## src/gregorian_date_arithmetic_top_assert.svh

```systemverilog
// Assertion macros shared by the date arithmetic modules.
`ifndef GREGORIAN_DATE_ARITHMETIC_TOP_ASSERT_SVH
`define GREGORIAN_DATE_ARITHMETIC_TOP_ASSERT_SVH
`ifndef SYNTHESIS
`define GDA_ASSERT_IMP(name, clk, rst, ante, cons) \
  name: assert property (@(posedge clk) disable iff (rst) (ante) |-> (cons)) \
    else $error("gda assertion failed");
`define GDA_ASSERT_NEXT(name, clk, rst, ante, cons) \
  name: assert property (@(posedge clk) disable iff (rst) (ante) |=> (cons)) \
    else $error("gda assertion failed");
`else
`define GDA_ASSERT_IMP(name, clk, rst, ante, cons)
`define GDA_ASSERT_NEXT(name, clk, rst, ante, cons)
`endif
`endif

```

## src/gda_pkg.sv

```systemverilog
// Shared types, constants and calendar tables for the date arithmetic block.
`default_nettype none
package gda_pkg;

  localparam int MAX_YEAR_DEF = 9999;

  localparam int YEAR_W   = 14;
  localparam int MONTH_W  = 4;
  localparam int DAY_W    = 5;
  localparam int OFFSET_W = 21;
  localparam int COUNT_W  = 23;
  localparam int STATUS_W = 2;

  localparam logic [STATUS_W-1:0] ST_OK       = 2'd0;
  localparam logic [STATUS_W-1:0] ST_BAD_DATE = 2'd1;
  localparam logic [STATUS_W-1:0] ST_RANGE    = 2'd2;

  localparam int DAYS_400Y = 146097;
  localparam int COUNT_MAX = 4194303;
  localparam int COUNT_MIN = -4194304;

  // Divide by 100 through a reciprocal: exact for operands below 199000.
  localparam int DIV_X_W  = 15;
  localparam int DIV_Q_W  = 9;
  localparam int RECIP_W  = 18;
  localparam int RECIP_SH = 24;
  localparam logic [RECIP_W-1:0] RECIP100 = 18'd167773;

  localparam int CENT_W = 7;

  typedef enum logic [3:0] {
    DP_NOP,
    DP_LOAD,
    DP_DIV_Y,
    DP_LEAP,
    DP_DIV_C,
    DP_SUM1,
    DP_SUM2,
    DP_FS_INIT,
    DP_FS_400,
    DP_FS_YR,
    DP_FS_MO,
    DP_OUT_OK,
    DP_OUT_BAD,
    DP_OUT_RANGE
  } dp_op_t;

  typedef struct packed {
    dp_op_t op;
    logic   sel_b;
  } dp_cmd_t;

  typedef struct packed {
    logic func;
    logic date_ok;
    logic r_neg;
    logic ge_400;
    logic ge_yr;
    logic ge_mo;
    logic yr_over;
  } dp_stat_t;

  typedef enum logic [3:0] {
    S_IDLE,
    S_DIV,
    S_LEAP,
    S_CHECK,
    S_SUM1,
    S_SUM2,
    S_DIFF,
    S_FS_INIT,
    S_FS_400,
    S_FS_YR,
    S_FS_MO,
    S_DONE
  } gda_state_t;

  function automatic logic [DAY_W-1:0] month_days(input logic [MONTH_W-1:0] m,
                                                  input logic leap);
    logic [DAY_W-1:0] n;
    unique case (m) inside
      4'd1, 4'd3, 4'd5, 4'd7, 4'd8, 4'd10, 4'd12: n = 5'd31;
      4'd4, 4'd6, 4'd9, 4'd11:                    n = 5'd30;
      4'd2:                                       n = leap ? 5'd29 : 5'd28;
      default:                                    n = 5'd0;
    endcase
    return n;
  endfunction

  // Days in the months before month m, common year.
  function automatic logic [8:0] days_before(input logic [MONTH_W-1:0] m);
    logic [8:0] n;
    unique case (m)
      4'd2:    n = 9'd31;
      4'd3:    n = 9'd59;
      4'd4:    n = 9'd90;
      4'd5:    n = 9'd120;
      4'd6:    n = 9'd151;
      4'd7:    n = 9'd181;
      4'd8:    n = 9'd212;
      4'd9:    n = 9'd243;
      4'd10:   n = 9'd273;
      4'd11:   n = 9'd304;
      4'd12:   n = 9'd334;
      default: n = 9'd0;
    endcase
    return n;
  endfunction

endpackage
`default_nettype wire

```

## src/gda_ctrl.sv

```systemverilog
// Sequencer for the date arithmetic datapath.
`default_nettype none
`include "gregorian_date_arithmetic_top_assert.svh"
module gda_ctrl (
  input  wire logic               clk,
  input  wire logic               rst,
  input  wire logic               start,
  output logic                    busy,
  output logic                    done,
  output gda_pkg::dp_cmd_t        cmd,
  input  wire gda_pkg::dp_stat_t  stat
);
  import gda_pkg::*;

  gda_state_t state, state_next;
  logic       sel_b, sel_b_next;

  always_ff @(posedge clk) begin
    if (rst) begin
      state <= S_IDLE;
      sel_b <= 1'b0;
    end else begin
      state <= state_next;
      sel_b <= sel_b_next;
    end
  end

  always_comb begin
    state_next = state;
    sel_b_next = sel_b;
    cmd.op     = DP_NOP;
    cmd.sel_b  = sel_b;
    busy       = 1'b1;
    done       = 1'b0;
    unique case (state)
      S_IDLE: begin
        busy = 1'b0;
        if (start) begin
          cmd.op     = DP_LOAD;
          sel_b_next = 1'b0;
          state_next = S_DIV;
        end
      end
      S_DIV: begin
        cmd.op     = DP_DIV_Y;
        state_next = S_LEAP;
      end
      S_LEAP: begin
        cmd.op     = DP_LEAP;
        state_next = S_CHECK;
      end
      S_CHECK: begin
        if (!stat.date_ok) begin
          cmd.op     = DP_OUT_BAD;
          state_next = S_DONE;
        end else begin
          cmd.op     = DP_DIV_C;
          state_next = S_SUM1;
        end
      end
      S_SUM1: begin
        cmd.op     = DP_SUM1;
        state_next = S_SUM2;
      end
      S_SUM2: begin
        cmd.op = DP_SUM2;
        if (sel_b) begin
          state_next = S_DIFF;
        end else if (stat.func) begin
          sel_b_next = 1'b1;
          state_next = S_DIV;
        end else begin
          state_next = S_FS_INIT;
        end
      end
      S_DIFF: begin
        cmd.op     = DP_OUT_OK;
        state_next = S_DONE;
      end
      S_FS_INIT: begin
        cmd.op     = DP_FS_INIT;
        state_next = S_FS_400;
      end
      S_FS_400: begin
        if (stat.r_neg) begin
          cmd.op     = DP_OUT_RANGE;
          state_next = S_DONE;
        end else if (stat.ge_400) begin
          cmd.op = DP_FS_400;
        end else begin
          state_next = S_FS_YR;
        end
      end
      S_FS_YR: begin
        if (stat.ge_yr) begin
          cmd.op = DP_FS_YR;
        end else begin
          state_next = S_FS_MO;
        end
      end
      S_FS_MO: begin
        if (stat.ge_mo) begin
          cmd.op = DP_FS_MO;
        end else if (stat.yr_over) begin
          cmd.op     = DP_OUT_RANGE;
          state_next = S_DONE;
        end else begin
          cmd.op     = DP_OUT_OK;
          state_next = S_DONE;
        end
      end
      S_DONE: begin
        done       = 1'b1;
        state_next = S_IDLE;
      end
      default: begin
        state_next = S_IDLE;
      end
    endcase
  end

  `GDA_ASSERT_NEXT(a_done_pulse, clk, rst, done, !done)
  `GDA_ASSERT_NEXT(a_done_then_idle, clk, rst, done, !busy)
  `GDA_ASSERT_NEXT(a_accept_busy, clk, rst, start && !busy, busy)

endmodule
`default_nettype wire

```

## src/gda_dp.sv

```systemverilog
// Datapath: date validation, day serial numbers, serial to date, results.
`default_nettype none
`include "gregorian_date_arithmetic_top_assert.svh"
module gda_dp #(
  parameter int MAX_YEAR = gda_pkg::MAX_YEAR_DEF
) (
  input  wire logic                                  clk,
  input  wire logic                                  rst,
  input  wire gda_pkg::dp_cmd_t                      cmd,
  output gda_pkg::dp_stat_t                          stat,
  input  wire logic                                  func,
  input  wire logic        [gda_pkg::YEAR_W-1:0]     year,
  input  wire logic        [gda_pkg::MONTH_W-1:0]    month,
  input  wire logic        [gda_pkg::DAY_W-1:0]      day,
  input  wire logic signed [gda_pkg::OFFSET_W-1:0]   offset,
  input  wire logic        [gda_pkg::YEAR_W-1:0]     other_year,
  input  wire logic        [gda_pkg::MONTH_W-1:0]    other_month,
  input  wire logic        [gda_pkg::DAY_W-1:0]      other_day,
  output logic             [gda_pkg::STATUS_W-1:0]   status,
  output logic             [gda_pkg::YEAR_W-1:0]     res_year,
  output logic             [gda_pkg::MONTH_W-1:0]    res_month,
  output logic             [gda_pkg::DAY_W-1:0]      res_day,
  output logic signed      [gda_pkg::COUNT_W-1:0]    day_count,
  output logic                                       is_equal,
  output logic                                       is_less
);
  import gda_pkg::*;

  // Serial day numbers reach (MAX_YEAR+1) years plus the largest offset; one sign bit.
  localparam int SER_MAX = (MAX_YEAR + 1) * 366 + (1 << (OFFSET_W - 1));
  localparam int SER_W   = $clog2(SER_MAX + 1) + 1;
  localparam int YR_W    = SER_W - 8;
  localparam int DW      = (SER_W > COUNT_W + 1) ? SER_W : COUNT_W + 1;

  function automatic logic [DIV_Q_W-1:0] div100(input logic [DIV_X_W-1:0] x);
    logic [DIV_X_W+RECIP_W-1:0] p;
    p = x * RECIP100;
    return p[RECIP_SH +: DIV_Q_W];
  endfunction

  // Captured transaction
  logic                       func_r;
  logic [YEAR_W-1:0]          y1_r, y2_r;
  logic [MONTH_W-1:0]         m1_r, m2_r;
  logic [DAY_W-1:0]           d1_r, d2_r;
  logic signed [OFFSET_W-1:0] off_r;

  // Working registers
  logic [DIV_Q_W-1:0]      qa, qb;
  logic                    leap_r;
  logic [SER_W-1:0]        acc, s_a, s_b;
  logic signed [SER_W-1:0] r;
  logic [YR_W-1:0]         yr;
  logic [CENT_W-1:0]       c100;
  logic [1:0]              cent;
  logic [MONTH_W-1:0]      mo;

  logic [YEAR_W-1:0]       y_sel;
  logic [MONTH_W-1:0]      m_sel;
  logic [DAY_W-1:0]        d_sel;
  logic [DIV_X_W-1:0]      div_x;
  logic [DIV_Q_W-1:0]      div_q;
  logic                    leap_y;
  logic                    leap_i;
  logic [SER_W-1:0]        ylen;
  logic [DAY_W-1:0]        mlen;
  logic signed [DW-1:0]    diff_w;
  logic [COUNT_W-1:0]      count_sat;

  assign y_sel = cmd.sel_b ? y2_r : y1_r;
  assign m_sel = cmd.sel_b ? m2_r : m1_r;
  assign d_sel = cmd.sel_b ? d2_r : d1_r;

  // One shared divide-by-100 unit: y/100, (y+99)/100, ((y+399)/4)/100 = (y+399)/400
  always_comb begin
    unique case (cmd.op)
      DP_LEAP: div_x = DIV_X_W'(y_sel) + DIV_X_W'(99);
      DP_DIV_C: div_x = (DIV_X_W'(y_sel) + DIV_X_W'(399)) >> 2;
      default: div_x = DIV_X_W'(y_sel);
    endcase
  end
  assign div_q = div100(div_x);

  // qa holds y/100 while the leap op runs
  assign leap_y = (y_sel[1:0] == 2'b00) &&
                  (((DIV_X_W'(qa) * DIV_X_W'(100)) != DIV_X_W'(y_sel)) || (qa[1:0] == 2'b00));

  // Year counter starts on a multiple of 400: c100/cent track year mod 400
  assign leap_i = (yr[1:0] == 2'b00) && ((c100 != '0) || (cent == 2'd0));
  assign ylen   = leap_i ? SER_W'(366) : SER_W'(365);
  assign mlen   = month_days(mo, leap_i);

  assign stat.func    = func_r;
  assign stat.date_ok = (int'(y_sel) <= MAX_YEAR) &&
                        (m_sel >= MONTH_W'(1)) && (m_sel <= MONTH_W'(12)) &&
                        (d_sel != '0) && (d_sel <= month_days(m_sel, leap_r));
  assign stat.r_neg   = r[SER_W-1];
  assign stat.ge_400  = r >= SER_W'(DAYS_400Y);
  assign stat.ge_yr   = r >= $signed(ylen);
  assign stat.ge_mo   = r >= $signed(SER_W'(mlen));
  assign stat.yr_over = int'(yr) > MAX_YEAR;

  assign diff_w = $signed(DW'(s_a)) - $signed(DW'(s_b));

  always_comb begin
    if (diff_w > $signed(DW'(COUNT_MAX))) begin
      count_sat = COUNT_W'(COUNT_MAX);
    end else if (diff_w < $signed(DW'(COUNT_MIN))) begin
      count_sat = COUNT_W'(COUNT_MIN);
    end else begin
      count_sat = diff_w[COUNT_W-1:0];
    end
  end

  always_ff @(posedge clk) begin
    unique case (cmd.op)
      DP_LOAD: begin
        func_r <= func;
        y1_r   <= year;
        m1_r   <= month;
        d1_r   <= day;
        off_r  <= offset;
        y2_r   <= other_year;
        m2_r   <= other_month;
        d2_r   <= other_day;
      end
      DP_DIV_Y: begin
        qa <= div_q;
      end
      DP_LEAP: begin
        leap_r <= leap_y;
        qa     <= div_q;
      end
      DP_DIV_C: begin
        qb <= div_q;
      end
      DP_SUM1: begin
        acc <= SER_W'(y_sel) * SER_W'(365)
             + SER_W'((DIV_X_W'(y_sel) + DIV_X_W'(3)) >> 2)
             - SER_W'(qa);
      end
      DP_SUM2: begin
        if (cmd.sel_b) begin
          s_b <= acc + SER_W'(qb) + SER_W'(days_before(m_sel))
               + SER_W'(leap_r && (m_sel > MONTH_W'(2))) + SER_W'(d_sel) - SER_W'(1);
        end else begin
          s_a <= acc + SER_W'(qb) + SER_W'(days_before(m_sel))
               + SER_W'(leap_r && (m_sel > MONTH_W'(2))) + SER_W'(d_sel) - SER_W'(1);
        end
      end
      DP_FS_INIT: begin
        r    <= $signed(s_a) + SER_W'(off_r);
        yr   <= '0;
        c100 <= '0;
        cent <= '0;
        mo   <= MONTH_W'(1);
      end
      DP_FS_400: begin
        r  <= r - SER_W'(DAYS_400Y);
        yr <= yr + YR_W'(400);
      end
      DP_FS_YR: begin
        r  <= r - $signed(ylen);
        yr <= yr + YR_W'(1);
        if (c100 == CENT_W'(99)) begin
          c100 <= '0;
          cent <= cent + 2'd1;
        end else begin
          c100 <= c100 + CENT_W'(1);
        end
      end
      DP_FS_MO: begin
        r  <= r - $signed(SER_W'(mlen));
        mo <= mo + MONTH_W'(1);
      end
      default: begin
      end
    endcase
  end

  // Result registers
  always_ff @(posedge clk) begin
    if (rst) begin
      status    <= ST_OK;
      res_year  <= '0;
      res_month <= '0;
      res_day   <= '0;
      day_count <= '0;
      is_equal  <= 1'b0;
      is_less   <= 1'b0;
    end else begin
      unique case (cmd.op) inside
        DP_OUT_OK: begin
          status <= ST_OK;
          if (!func_r) begin
            res_year  <= yr[YEAR_W-1:0];
            res_month <= mo;
            res_day   <= r[DAY_W-1:0] + DAY_W'(1);
            day_count <= '0;
            is_equal  <= 1'b0;
            is_less   <= 1'b0;
          end else begin
            res_year  <= '0;
            res_month <= '0;
            res_day   <= '0;
            day_count <= count_sat;
            is_equal  <= s_a == s_b;
            is_less   <= s_a < s_b;
          end
        end
        DP_OUT_BAD, DP_OUT_RANGE: begin
          status    <= (cmd.op == DP_OUT_BAD) ? ST_BAD_DATE : ST_RANGE;
          res_year  <= '0;
          res_month <= '0;
          res_day   <= '0;
          day_count <= '0;
          is_equal  <= 1'b0;
          is_less   <= 1'b0;
        end
        default: begin
        end
      endcase
    end
  end

  `GDA_ASSERT_NEXT(a_month_ok, clk, rst, cmd.op == DP_OUT_OK && !func_r, res_month >= MONTH_W'(1) && res_month <= MONTH_W'(12))
  `GDA_ASSERT_IMP(a_rem_nonneg, clk, rst, cmd.op == DP_FS_YR || cmd.op == DP_FS_MO, !r[SER_W-1])
  `GDA_ASSERT_IMP(a_flags_excl, clk, rst, is_equal, !is_less)

endmodule
`default_nettype wire

```

## src/gregorian_date_arithmetic_top.sv

```systemverilog
// Top level of the Gregorian date add-days and day-difference block.
//
// Usage: one command transaction at a time. Drive func and the date fields,
// raise start; the transaction is taken at the rising edge where start is
// high and busy is low. busy stays high until the result is delivered.
//   func 0: first date moved by the signed offset -> res_year/month/day.
//   func 1: day_count = first date minus second date, is_equal, is_less.
// status 0 ok, 1 invalid input date, 2 shifted result out of year range;
// on a nonzero status every other result field is zero.
// The result appears for exactly one cycle with done high; the receiver
// cannot stall it, so it must take it in that cycle. Outputs hold between.
// After accept, an invalid first date ends the transaction early. func 1
// converts both dates and subtracts. func 0 converts the first date, then
// walks the result's 400-year blocks (at most 32), remaining years (at most
// 399) and months (at most 11) at the default MAX_YEAR. The next start is
// taken the cycle after done. The year and month walk of the serial-to-date
// conversion sets the func 0 run time.
// Reset (rst, synchronous) returns the sequencer to idle and clears results.
`default_nettype none
module gregorian_date_arithmetic_top #(
  parameter int MAX_YEAR = gda_pkg::MAX_YEAR_DEF
) (
  input  wire logic                                  clk,
  input  wire logic                                  rst,
  input  wire logic                                  start,
  output logic                                       busy,
  output logic                                       done,
  input  wire logic                                  func,
  input  wire logic        [gda_pkg::YEAR_W-1:0]     year,
  input  wire logic        [gda_pkg::MONTH_W-1:0]    month,
  input  wire logic        [gda_pkg::DAY_W-1:0]      day,
  input  wire logic signed [gda_pkg::OFFSET_W-1:0]   offset,
  input  wire logic        [gda_pkg::YEAR_W-1:0]     other_year,
  input  wire logic        [gda_pkg::MONTH_W-1:0]    other_month,
  input  wire logic        [gda_pkg::DAY_W-1:0]      other_day,
  output logic             [gda_pkg::STATUS_W-1:0]   status,
  output logic             [gda_pkg::YEAR_W-1:0]     res_year,
  output logic             [gda_pkg::MONTH_W-1:0]    res_month,
  output logic             [gda_pkg::DAY_W-1:0]      res_day,
  output logic signed      [gda_pkg::COUNT_W-1:0]    day_count,
  output logic                                       is_equal,
  output logic                                       is_less
);
  import gda_pkg::*;

  // Command from the sequencer, status back from the datapath
  dp_cmd_t  cmd;
  dp_stat_t stat;

  gda_ctrl u_ctrl (
    .clk   (clk),
    .rst   (rst),
    .start (start),
    .busy  (busy),
    .done  (done),
    .cmd   (cmd),
    .stat  (stat)
  );

  gda_dp #(
    .MAX_YEAR (MAX_YEAR)
  ) u_dp (
    .clk         (clk),
    .rst         (rst),
    .cmd         (cmd),
    .stat        (stat),
    .func        (func),
    .year        (year),
    .month       (month),
    .day         (day),
    .offset      (offset),
    .other_year  (other_year),
    .other_month (other_month),
    .other_day   (other_day),
    .status      (status),
    .res_year    (res_year),
    .res_month   (res_month),
    .res_day     (res_day),
    .day_count   (day_count),
    .is_equal    (is_equal),
    .is_less     (is_less)
  );

endmodule
`default_nettype wire

```

## config.mk

```make
export PLATFORM = sky130hd
export DESIGN_NAME = gregorian_date_arithmetic_top
export DESIGN_NICKNAME = d
export VERILOG_FILES = /design/src/gda_pkg.sv /design/src/gda_ctrl.sv /design/src/gda_dp.sv /design/src/gregorian_date_arithmetic_top.sv
export VERILOG_INCLUDE_DIRS = /design/src /design/src/src
export SDC_FILE = /design/constraint.sdc
export NUM_CORES = 1
export LEC_CHECK = 0
export BUFFER_PORTS_ARGS = -buffer_cell sky130_fd_sc_hd__buf_2
export CAP_MARGIN = 20
export CORE_ASPECT_RATIO = 2
export CORE_MARGIN = 5
export CORE_UTILIZATION = 45
export CTS_BUF_LIST = sky130_fd_sc_hd__clkbuf_8 sky130_fd_sc_hd__clkbuf_16
export DETAILED_ROUTE_END_ITERATION = 8
export REMOVE_ABC_BUFFERS = 1
export SYNTH_ARGS = -nofsm -noshare
export SYNTH_HDL_FRONTEND = slang
export SYNTH_HIERARCHICAL = 1
export SYNTH_SLANG_ARGS = --single-unit
```

## constraint.sdc

```tcl
create_clock -name clk -period 18 [get_ports clk]
set_input_delay 3.6 -clock clk [delete_from_list [all_inputs] [get_ports clk]]
set_output_delay 3.6 -clock clk [all_outputs]
set_load 0.005 [all_outputs]
```

* Yosys cells after proc, flatten, opt, wreduce, memory -nomap -nowiden
Memory sizes are Yosys's and may differ from the RTL's.
Cells that the tools add are included.
** Storage, ports and cells
- Flip-flop bits (word level) :: 267
- Memory bits (read-only) :: 288
- Input port bits :: 71
- Logic and storage cells :: 219
- Memories :: 2
** Memories
- (no name shown) :: words 16, bits a word 9, read ports 1, clocked after memory_dff 0, wr ports 0, RTL line gda_pkg.sv:93 : unique case (m)
- (no name shown) :: words 16, bits a word 9, read ports 1, clocked after memory_dff 0, wr ports 0, RTL line gda_pkg.sv:93
** Operators by class
- $add $sub $neg :: 25
- Multiply operators :: 3
- Order comparisons :: 12
- Equal/unequal tests :: 56
- Multiplexer cells :: 59
- Bitwise operators :: 1
- Reduce and logical (&&, ||, !) cells :: 33
** Operators with widths (number)
- 24-bit one-hot mux with 4 select lines :: 1
- 4-bit one-hot mux with 11 select lines :: 2
- 4-bit == test, second input constant :: 20
- 24-bit by 9-bit adder with 24-bit output :: 3
- 23-bit 2-to-1 mux :: 3
- 4-bit by 3-bit == test with 1-bit output, second input constant :: 16
- 4-bit 2-to-1 mux :: 14
- 24-bit by 1-bit adder with 24-bit output :: 2
- 24-bit by 5-bit adder with 24-bit output :: 2
- 16-bit one-hot mux with 3 select lines :: 1
- 24-bit by 1-bit subtractor with 24-bit output, second input constant :: 2
- 24-bit subtractor :: 2
- 23-bit one-hot mux with 2 select lines :: 1
- 9-bit 2-to-1 mux :: 4
- 15-bit by 18-bit multiplier with 33-bit output, second input constant :: 1
- 4-bit by 2-bit == test with 1-bit output, second input constant :: 8
- 15-bit one-hot mux with 2 select lines :: 1
- 5-bit one-hot mux with 3 select lines :: 2
- 14-bit 2-to-1 mux :: 2
- 14-bit one-hot mux with 2 select lines :: 1
- 23-bit by 22-bit adder with 24-bit output :: 1
- 24-bit by 21-bit adder with 24-bit output :: 1
- 24-bit == test :: 1
- 24-bit by 19-bit >= comparator with 1-bit output, second input constant :: 1
- 56 further kinds :: 97

* Logic depth before layout (Yosys ltp)
Gate-level depths: netlist (run 1).
- Depth in word-level cells :: 14
- Depth in mapped cells :: 50
- Depth with buffers taken out :: 47

* By module
Netlist (run 1), hierarchy kept.
** Modules (own cells, without submodules)
- gda_dp :: times used 1, cells each 2646, area an instance 26062.5 um^2
- gda_ctrl :: times used 1, cells each 79, area an instance 610.6 um^2

* Worst setup path before layout (run 1)
Ideal clock, no wire load.
- Path type :: register to register
- Start point :: reg u_ctrl.sel_b
- End point :: reg u_dp.qa[8], data pin
- Arrival time :: 10885 ps
- Data required time :: 17736 ps
- Setup slack :: 6851 ps
- Cell stages (with the launch flop) :: 48
- Path buffers :: 4
- Clock period less this slack :: 11149 ps
- Cell sequence :: dfxtp_1 buf_4 buf_2 buf_1 buf_1 mux2i_1 inv_1 ha_1 o22ai_1 a21o_1 and2_1 ha_1 o21a_1 o21ai_0 nand2b_1 a21oi_1 a31oi_1 nor3_1 (+12 left out) inv_1 fa_1 inv_1 fa_1 fa_1 fa_1 inv_1 fa_1 inv_1 ha_1 a2111oi_0 nand3_1 a311oi_1 a21oi_1 a211oi_1 o21bai_1 a21oi_1 xnor2_1
** RTL lines
- from (decl) :: RTL line gda_ctrl.sv:16 : logic sel_b, sel_b_next;
- from (signal assigned) :: RTL line gda_ctrl.sv:24 : sel_b <= sel_b_next;
- to (signal assigned) :: RTL line gda_dp.sv:128 : qa <= div_q;
- to (signal assigned) :: RTL line gda_dp.sv:132 : qa <= div_q;
- to (decl) :: RTL line gda_dp.sv:49 : logic [DIV_Q_W-1:0] qa, qb;

==> results of run 1 <==
[registers in the layout, indices dropped and copies added, names as in the netlist, 4 cells and up]
name            flops
u_dp/s_b           24
u_dp/m2_r           4
u_dp/res_year      14
u_dp/mo             4
u_dp/yr            16
u_dp/res_day        5
u_ctrl/state        4
u_dp/qa             9
u_dp/c100           7
u_dp/d2_r           5
u_dp/y1_r          14
u_dp/y2_r          14
u_dp/r             24
u_dp/qb             9
u_dp/res_month      4
u_dp/m1_r           4
u_dp/day_count     23
u_dp/off_r         21
u_dp/acc           24
u_dp/d1_r           5
u_dp/s_a           24
[cells in the mapped netlist (34+ instances only)]
library cell and count:
nor3_1 39, nor2_1 156, xor2_1 57, fa_1 181, a21o_1 56, xnor2_1 132, edfxtp_1 212, dfxtp_1 55
a22oi_1 34, a21oi_1 145, nand3_1 57, ha_1 388, inv_1 399, o21ai_0 98, clkbuf_1 67, nand2_1 165
[worst max-delay path: cells and delay by family, from the launching register on]
kind | cells | cell delay [ns]
buffers and inverters | 7 | 0.93
and+or+nand+nor | 9 | 2.13
adders and majority gates | 9 | 4.00
DFF | 1 | 0.31
muxes | 1 | 0.73
xor gates and xnor gates | 1 | 0.09
AOI/OAI and AO/OA | 15 | 4.18
[kinds of logic (layout without fill, tap and decap cells)]
logic type	count (synthesis)	count (layout)	synth area share [%]
DFF	267	267	28.0
buffers and inverters	485	614	7.06
xor gates and xnor gates	189	189	6.21
adders and majority gates	569	569	31.8
and+or+nand+nor	602	602	11.0
muxes	35	35	1.33
AOI/OAI and AO/OA	578	578	14.6
[stage by stage]
step	setup WS [ns]	instances
after floorplan	6.16	2641
after global placement	5.55	3570
after detailed placement	5.35	3570
after CTS	5.31	3620
after global routing	4.37	3622
final	5.33	3622
[placed cells by master, fill, tap and decap left out, types with 96 or more instances in the layout]
cell and instances:
nand2_1 165, edfxtp_1 212, a21oi_1 144, nor2_1 154, ha_1 388, fa_1 181, o21ai_0 96, xnor2_1 132
inv_1 400, buf_2 122
[final cells by class]
| cell class | count | area (µm²) |
|---|---|---|
| well taps | 768 | 961 |
| fillers | 5522 | 29800 |
| clock buffers | 32 | 744 |
| inverters | 401 | 1510 |
| multi-input cells | 1973 | 17400 |
| flip-flops and latches | 267 | 7470 |
| clock inverters | 18 | 171 |
| repair buffers | 163 | 938 |
[per-layer routing]
| metal | track usage (%) | vias up |
|---|---|---|
| li1 | - | 9720 |
| met1 | 22.1 | 10000 |
| met2 | 51.9 | 586 |
| met3 | 2.09 | 273 |
| met4 | 18.1 | 0 |
| met5 | 0 | - |
[how the worst min path moves through the flow]
stage                                    startpoint  slack, ns                               to  depth (start not counted)
floorplan                u_dp/is_equal$_SDFFE_PP0P_       0.44       u_dp/is_equal$_SDFFE_PP0P_                          2
global placement         u_dp/is_equal$_SDFFE_PP0P_       0.44       u_dp/is_equal$_SDFFE_PP0P_                          2
detailed placement       u_dp/is_equal$_SDFFE_PP0P_       0.45       u_dp/is_equal$_SDFFE_PP0P_                          2
CTS                      u_dp/is_equal$_SDFFE_PP0P_       0.46       u_dp/is_equal$_SDFFE_PP0P_                          2
global route        u_dp/day_count[13]$_SDFFE_PP0P_       0.50  u_dp/day_count[13]$_SDFFE_PP0P_                          2
finish                   u_dp/is_equal$_SDFFE_PP0P_       0.47       u_dp/is_equal$_SDFFE_PP0P_                          2
==> out/results.tsv, run 1 <==
stage	metric	value	unit
cts	cts_tree	yes	
detailed_routing	vias_per_cell	5.69	
finish	drive_gt1_share	9.36	%
place	place_area	28200	µm²
detailed_routing	antenna_left	0	
cts	cts_root_buffer	clkbuf_16	
detailed_routing	drtIter0Drc	1131	
detailed_routing	drt_first_pass_iters	7	
cts	cts.sinks	267	
hold_path	hold_class	reg -> reg	
detailed_routing	routed_wirelength	82400	µm
detailed_routing	vias	20600	
outcome	status	finished, final reports clean	
place	gp_congestion	0.975	
setup_path	slowest_stage	o221ai_1	
yosys	synth-async-reset-ratio	0	%
detailed_routing	route.detailed.drc	0	
yosys	synthCells	2725	
cts	cts_hold_buffers	0	
floorplan	dieArea	64500	µm²
global_route	grt_pass1_vias	22200	
global_route	antenna_found_initial	2	
cts	max-clock-path-buffers	3	
flow_run	max_cap_viol_count	0	
floorplan	die_h	354	µm
finish	stdcell_area	29200	µm²
floorplan	core_area	59000	µm²
finish	syn_to_final_growth	9.34	%
global_route	grt_overflow	0	
timing	rsz0062_at_grt	no	
finish	diodes	0	
yosys	ys_types	90	
timing	tightestPinTransition	1.11	ns
yosys	synth-edff-count	212	
detailed_routing	wl_met3	2660	µm
timing	post-route-period-util	70.4	%
detailed_routing	top_layer_used	met4	
setup_path	crit_path_start	u_ctrl/sel_b$_SDFFE_PP0P_	
setup_path	rrSetupSlack	5.33	ns
cts	cts-buffers-inserted	27	
timing	setup_viol	0	
timing	maxSlewViolCount	0	
place	dpl.hpwl	69600	µm
place	portBuffers	122	
yosys	ys_seq_elements	267	
cts	post_cts_buffers	0	
global_route	grt_pass1_wl	126000	µm
finish	fin_util	49.5	%
setup_path	max_stage_delay	0.74	ns
timing	min_period	12.67	ns
timing	tns	0	ns
setup_path	arrival	12.99	ns
cts	ctsResizeCount	0	
setup_path	required	18.32	ns
timing	max_freq	78.9	MHz
timing	finClkSkew	0.0125	ns
floorplan	initial_core_util	45.2	%
setup_path	cp-endpoint	u_dp/qa[8]$_DFFE_PP_	
global_route	grt_max_degree	48	
cts	clk_pin_slew_worst_paths	0.07	ns
yosys	synth_top_area_share	23.9	%
detailed_routing	route.met2.wl	47200	µm
yosys	avgSynthCellArea	9.79	µm²
setup_path	critPathMaxFanout	30	
setup_path	criticalPathCategory	reg -> reg	
setup_path	cp_common_cell	inv_1	
setup_path	endpoint_kind	flip-flop	
timing	holdWs	0.465	ns
cts	h-tree-depth	1	
setup_path	rr_startpoint	u_ctrl/sel_b$_SDFFE_PP0P_	
floorplan	die_w	182	µm
floorplan	std_cell_rows	126	
yosys	synth_ff_type	edfxtp_1	
cts	clock_latency	0.58	ns
setup_path	timing.rr.end	u_dp/qa[8]$_DFFE_PP_	
yosys	synth.area.top_cells	edfxtp_1 24%, ha_1 18%, fa_1 14%	
yosys	netlist_area	26700	µm²
yosys	yosysTopAreaCell	edfxtp_1	
global_route	grt.total_usage	25.3	%
yosys	ys_warn_count	6	
timing	hold_viol	0	
finish	fin_nets	3473	
floorplan	ioPinCount	123	
detailed_routing	avgRoutedWirePerCell	22.8	µm
timing	max-slew-margin-rel	23.8	%
yosys	synth-seq-area-share	28.0	%
setup_path	cp-start-kind	flip-flop	
setup_path	r2r_cells	42	
detailed_routing	wl_met1	25000	µm
Power of run 1 is left out: the tool's default activity adds up to more than one toggle a clock period on the data nets, which glitch-free logic cannot reach.
==> run 2: changes to the inputs <==
- clock period: 18 -> 10.46 ns (I/O delays scaled with it)
==> run 2 against run 1 <==
Via count up 2.2%. Flip-flop and latch count unchanged. Global-route usage up 0.17 points.
==> out/results.tsv, run 2 (same netlist as run 1, synthesis figures left out) <==
stage	metric	value	unit	change
outcome	status	finished, final reports clean		
cts	clk_pin_slew_worst_paths	0.07	ns	about the same
timing	post-route-period-util	95.8	%	+25 points
place	placedCellCount	3645		+2.1%
setup_path	rr_startpoint	u_dp/r[1]$_DFFE_PP_		
place	portBuffers	122		unchanged
finish	finalNonFillerCells	3716		+2.6%
cts	max-clock-path-buffers	3		unchanged
cts	cts_root_buffer	clkbuf_16		
timing	min_period	10.03	ns	-2.64 ns
setup_path	timing.rr.end	u_dp/qb[8]$_DFFE_PP_		
finish	fin_util	51.1	%	+1.7 points
flow_run	max_cap_viol_count	0		unchanged
global_route	antenna_found_initial	2		unchanged
timing	tns	0	ns	unchanged
detailed_routing	routed_wirelength	83500	µm	+1.3%
cts	cts_hold_buffers	0		unchanged
detailed_routing	vias_per_cell	5.67		-0.36%
setup_path	arrival	10.35	ns	-2.64 ns
detailed_routing	route.detailed.drc	0		unchanged
floorplan	die_w	182	µm	unchanged
hold_path	whs_path_depth	2		unchanged
finish	nFillCells	5517		-0.091%
setup_path	cp_top_family	adder cells		
detailed_routing	vias	21100		+2.2%
timing	tightestPinTransition	1.11	ns	-0.00476 ns
detailed_routing	antenna_left	0		unchanged
floorplan	ioPinCount	123		unchanged
detailed_routing	drt_first_pass_iters	7		unchanged
timing	setup_viol	0		unchanged
timing	max_freq	99.7	MHz	+26%
setup_path	cp-endpoint	u_dp/qb[8]$_DFFE_PP_		
cts	cts_tree	yes		
detailed_routing	avgRoutedWirePerCell	22.5	µm	-1.3%
timing	hold_viol	0		unchanged
global_route	grt_overflow	0		unchanged
cts	cts-buffers-inserted	28		+3.7%
global_route	grt_pass1_wl	127000	µm	+0.78%
place	gp_congestion	0.975		about the same
cts	h-tree-depth	1		unchanged
finish	final_cell_mix	397 x inv_1, 386 x ha_1, 212 x edfxtp_1		
finish	drive_gt1_share	13.7	%	+4.3 points
finish	diodes	0		unchanged
setup_path	criticalPathCategory	reg -> reg		
global_route	grt_max_degree	59		+23%
cts	cts.sinks	267		unchanged
setup_path	cp.depth	41		-2.4%
floorplan	initial_core_util	45.2	%	unchanged
setup_path	r2r_cells	41		-2.4%
setup_path	cp_common_cell	fa_1		
finish	syn_to_final_growth	13.0	%	
global_route	grt_pass1_vias	22500		+1.3%
place	place_area	28800	µm²	+2.0%
setup_path	crit_path_start	u_dp/r[1]$_DFFE_PP_		
setup_path	rrSetupSlack	0.43	ns	-4.90 ns
place	dpl.hpwl	69600	µm	about the same
finish	final_common_cell	inv_1		
floorplan	dieArea	64500	µm²	unchanged
finish	multiInputGateArea	17600	µm²	+1.1%
setup_path	cp.buffers_inverters	7		unchanged
global_route	grt.total_usage	25.5	%	+0.17 points
finish	stdcell_area	30100	µm²	+3.3%
setup_path	critPathMaxFanout	4		-87%
setup_path	slowest_stage	fa_1		
setup_path	max_stage_delay	0.56	ns	-0.18 ns
finish	fin_nets	3566		+2.7%
timing	max-slew-margin-rel	25.7	%	+1.8 points
setup_path	cp-start-kind	flip-flop		
finish	regArea	7470	µm²	about the same
setup_path	endpoint_kind	flip-flop		
detailed_routing	drtIter0Drc	1043		-7.8%
setup_path	required	10.78	ns	-7.54 ns
floorplan	core_area	59000	µm²	unchanged
floorplan	std_cell_rows	126		unchanged
timing	maxSlewViolCount	0		unchanged
hold_path	hold_class	reg -> reg		
timing	finClkSkew	0.0175	ns	+0.00503 ns
cts	clock_latency	0.58	ns	about the same
floorplan	die_h	354	µm	unchanged
run 2: cell count changes in the layout (fill, tap and decap cells not counted), sizes merged:
cell | before | now
clkbuf | 33 | 29
clkinvlp | 1 | 3
buf | 162 | 255
clkinv | 7 | 13
inv | 409 | 405
bufinv | 2 | 3
run 2: how the worst min path moves through the flow:
stage                                    startpoint                              end  slack (ns)
floorplan                u_dp/is_equal$_SDFFE_PP0P_       u_dp/is_equal$_SDFFE_PP0P_        0.44
global placement         u_dp/is_equal$_SDFFE_PP0P_       u_dp/is_equal$_SDFFE_PP0P_        0.45
detailed placement  u_dp/day_count[16]$_SDFFE_PP0P_  u_dp/day_count[16]$_SDFFE_PP0P_        0.46
CTS                      u_dp/is_equal$_SDFFE_PP0P_       u_dp/is_equal$_SDFFE_PP0P_        0.47
global route              u_dp/is_less$_SDFFE_PP0P_        u_dp/is_less$_SDFFE_PP0P_        0.49
finish                   u_dp/is_equal$_SDFFE_PP0P_       u_dp/is_equal$_SDFFE_PP0P_        0.47
run 2: metal layers:
layer / vias to the layer above / part of all wire [%] / global-route usage (%)
met1: 10200 / 30 / 22.1
li1: 9910 / - / -
met5: - / 0 / 0
met4: 0 / 10 / 21.0
met3: 294 / 3.9 / 2.80
met2: 671 / 56 / 50.5
run 2: layout make-up:
type | instances | share of cell area (%)
repair buffers | 255 | 5.50
flip-flops and latches | 267 | 24.8
well taps | 768 | 3.19
clock inverters | 23 | 0.814
inverters | 401 | 5.00
multi-input cells | 1973 | 58.3
clock buffers | 29 | 2.41
run 2: worst register-to-register path: cells and delay by family, from the launching register on:
kind	cells	cell delay, ns
simple gates	8	1.85
flops	1	0.40
xor+xnor	1	0.09
fa+ha+maj	8	3.73
compound gates	17	3.09
buf+inv	7	0.62
run 2: what timing repair did:
action                                  in CTS  in global routing
setup buffers                                1                 16
gates resized for setup                      4                 53
pin swaps                                    1                 22
endpoints found under the setup margin       6                 18
run 2: through the flow:
step | hold WS [ns] | worst slack, ns
5_1_grt | 0.488 | -0.0155
3_3_place_gp | 0.451 | 0.119
6_report | 0.468 | 0.434
4_1_cts | 0.469 | 0.0397
2_1_floorplan | 0.442 | -0.621
3_5_place_dp | 0.459 | -0.102
Power of run 2 is left out for the same reason.
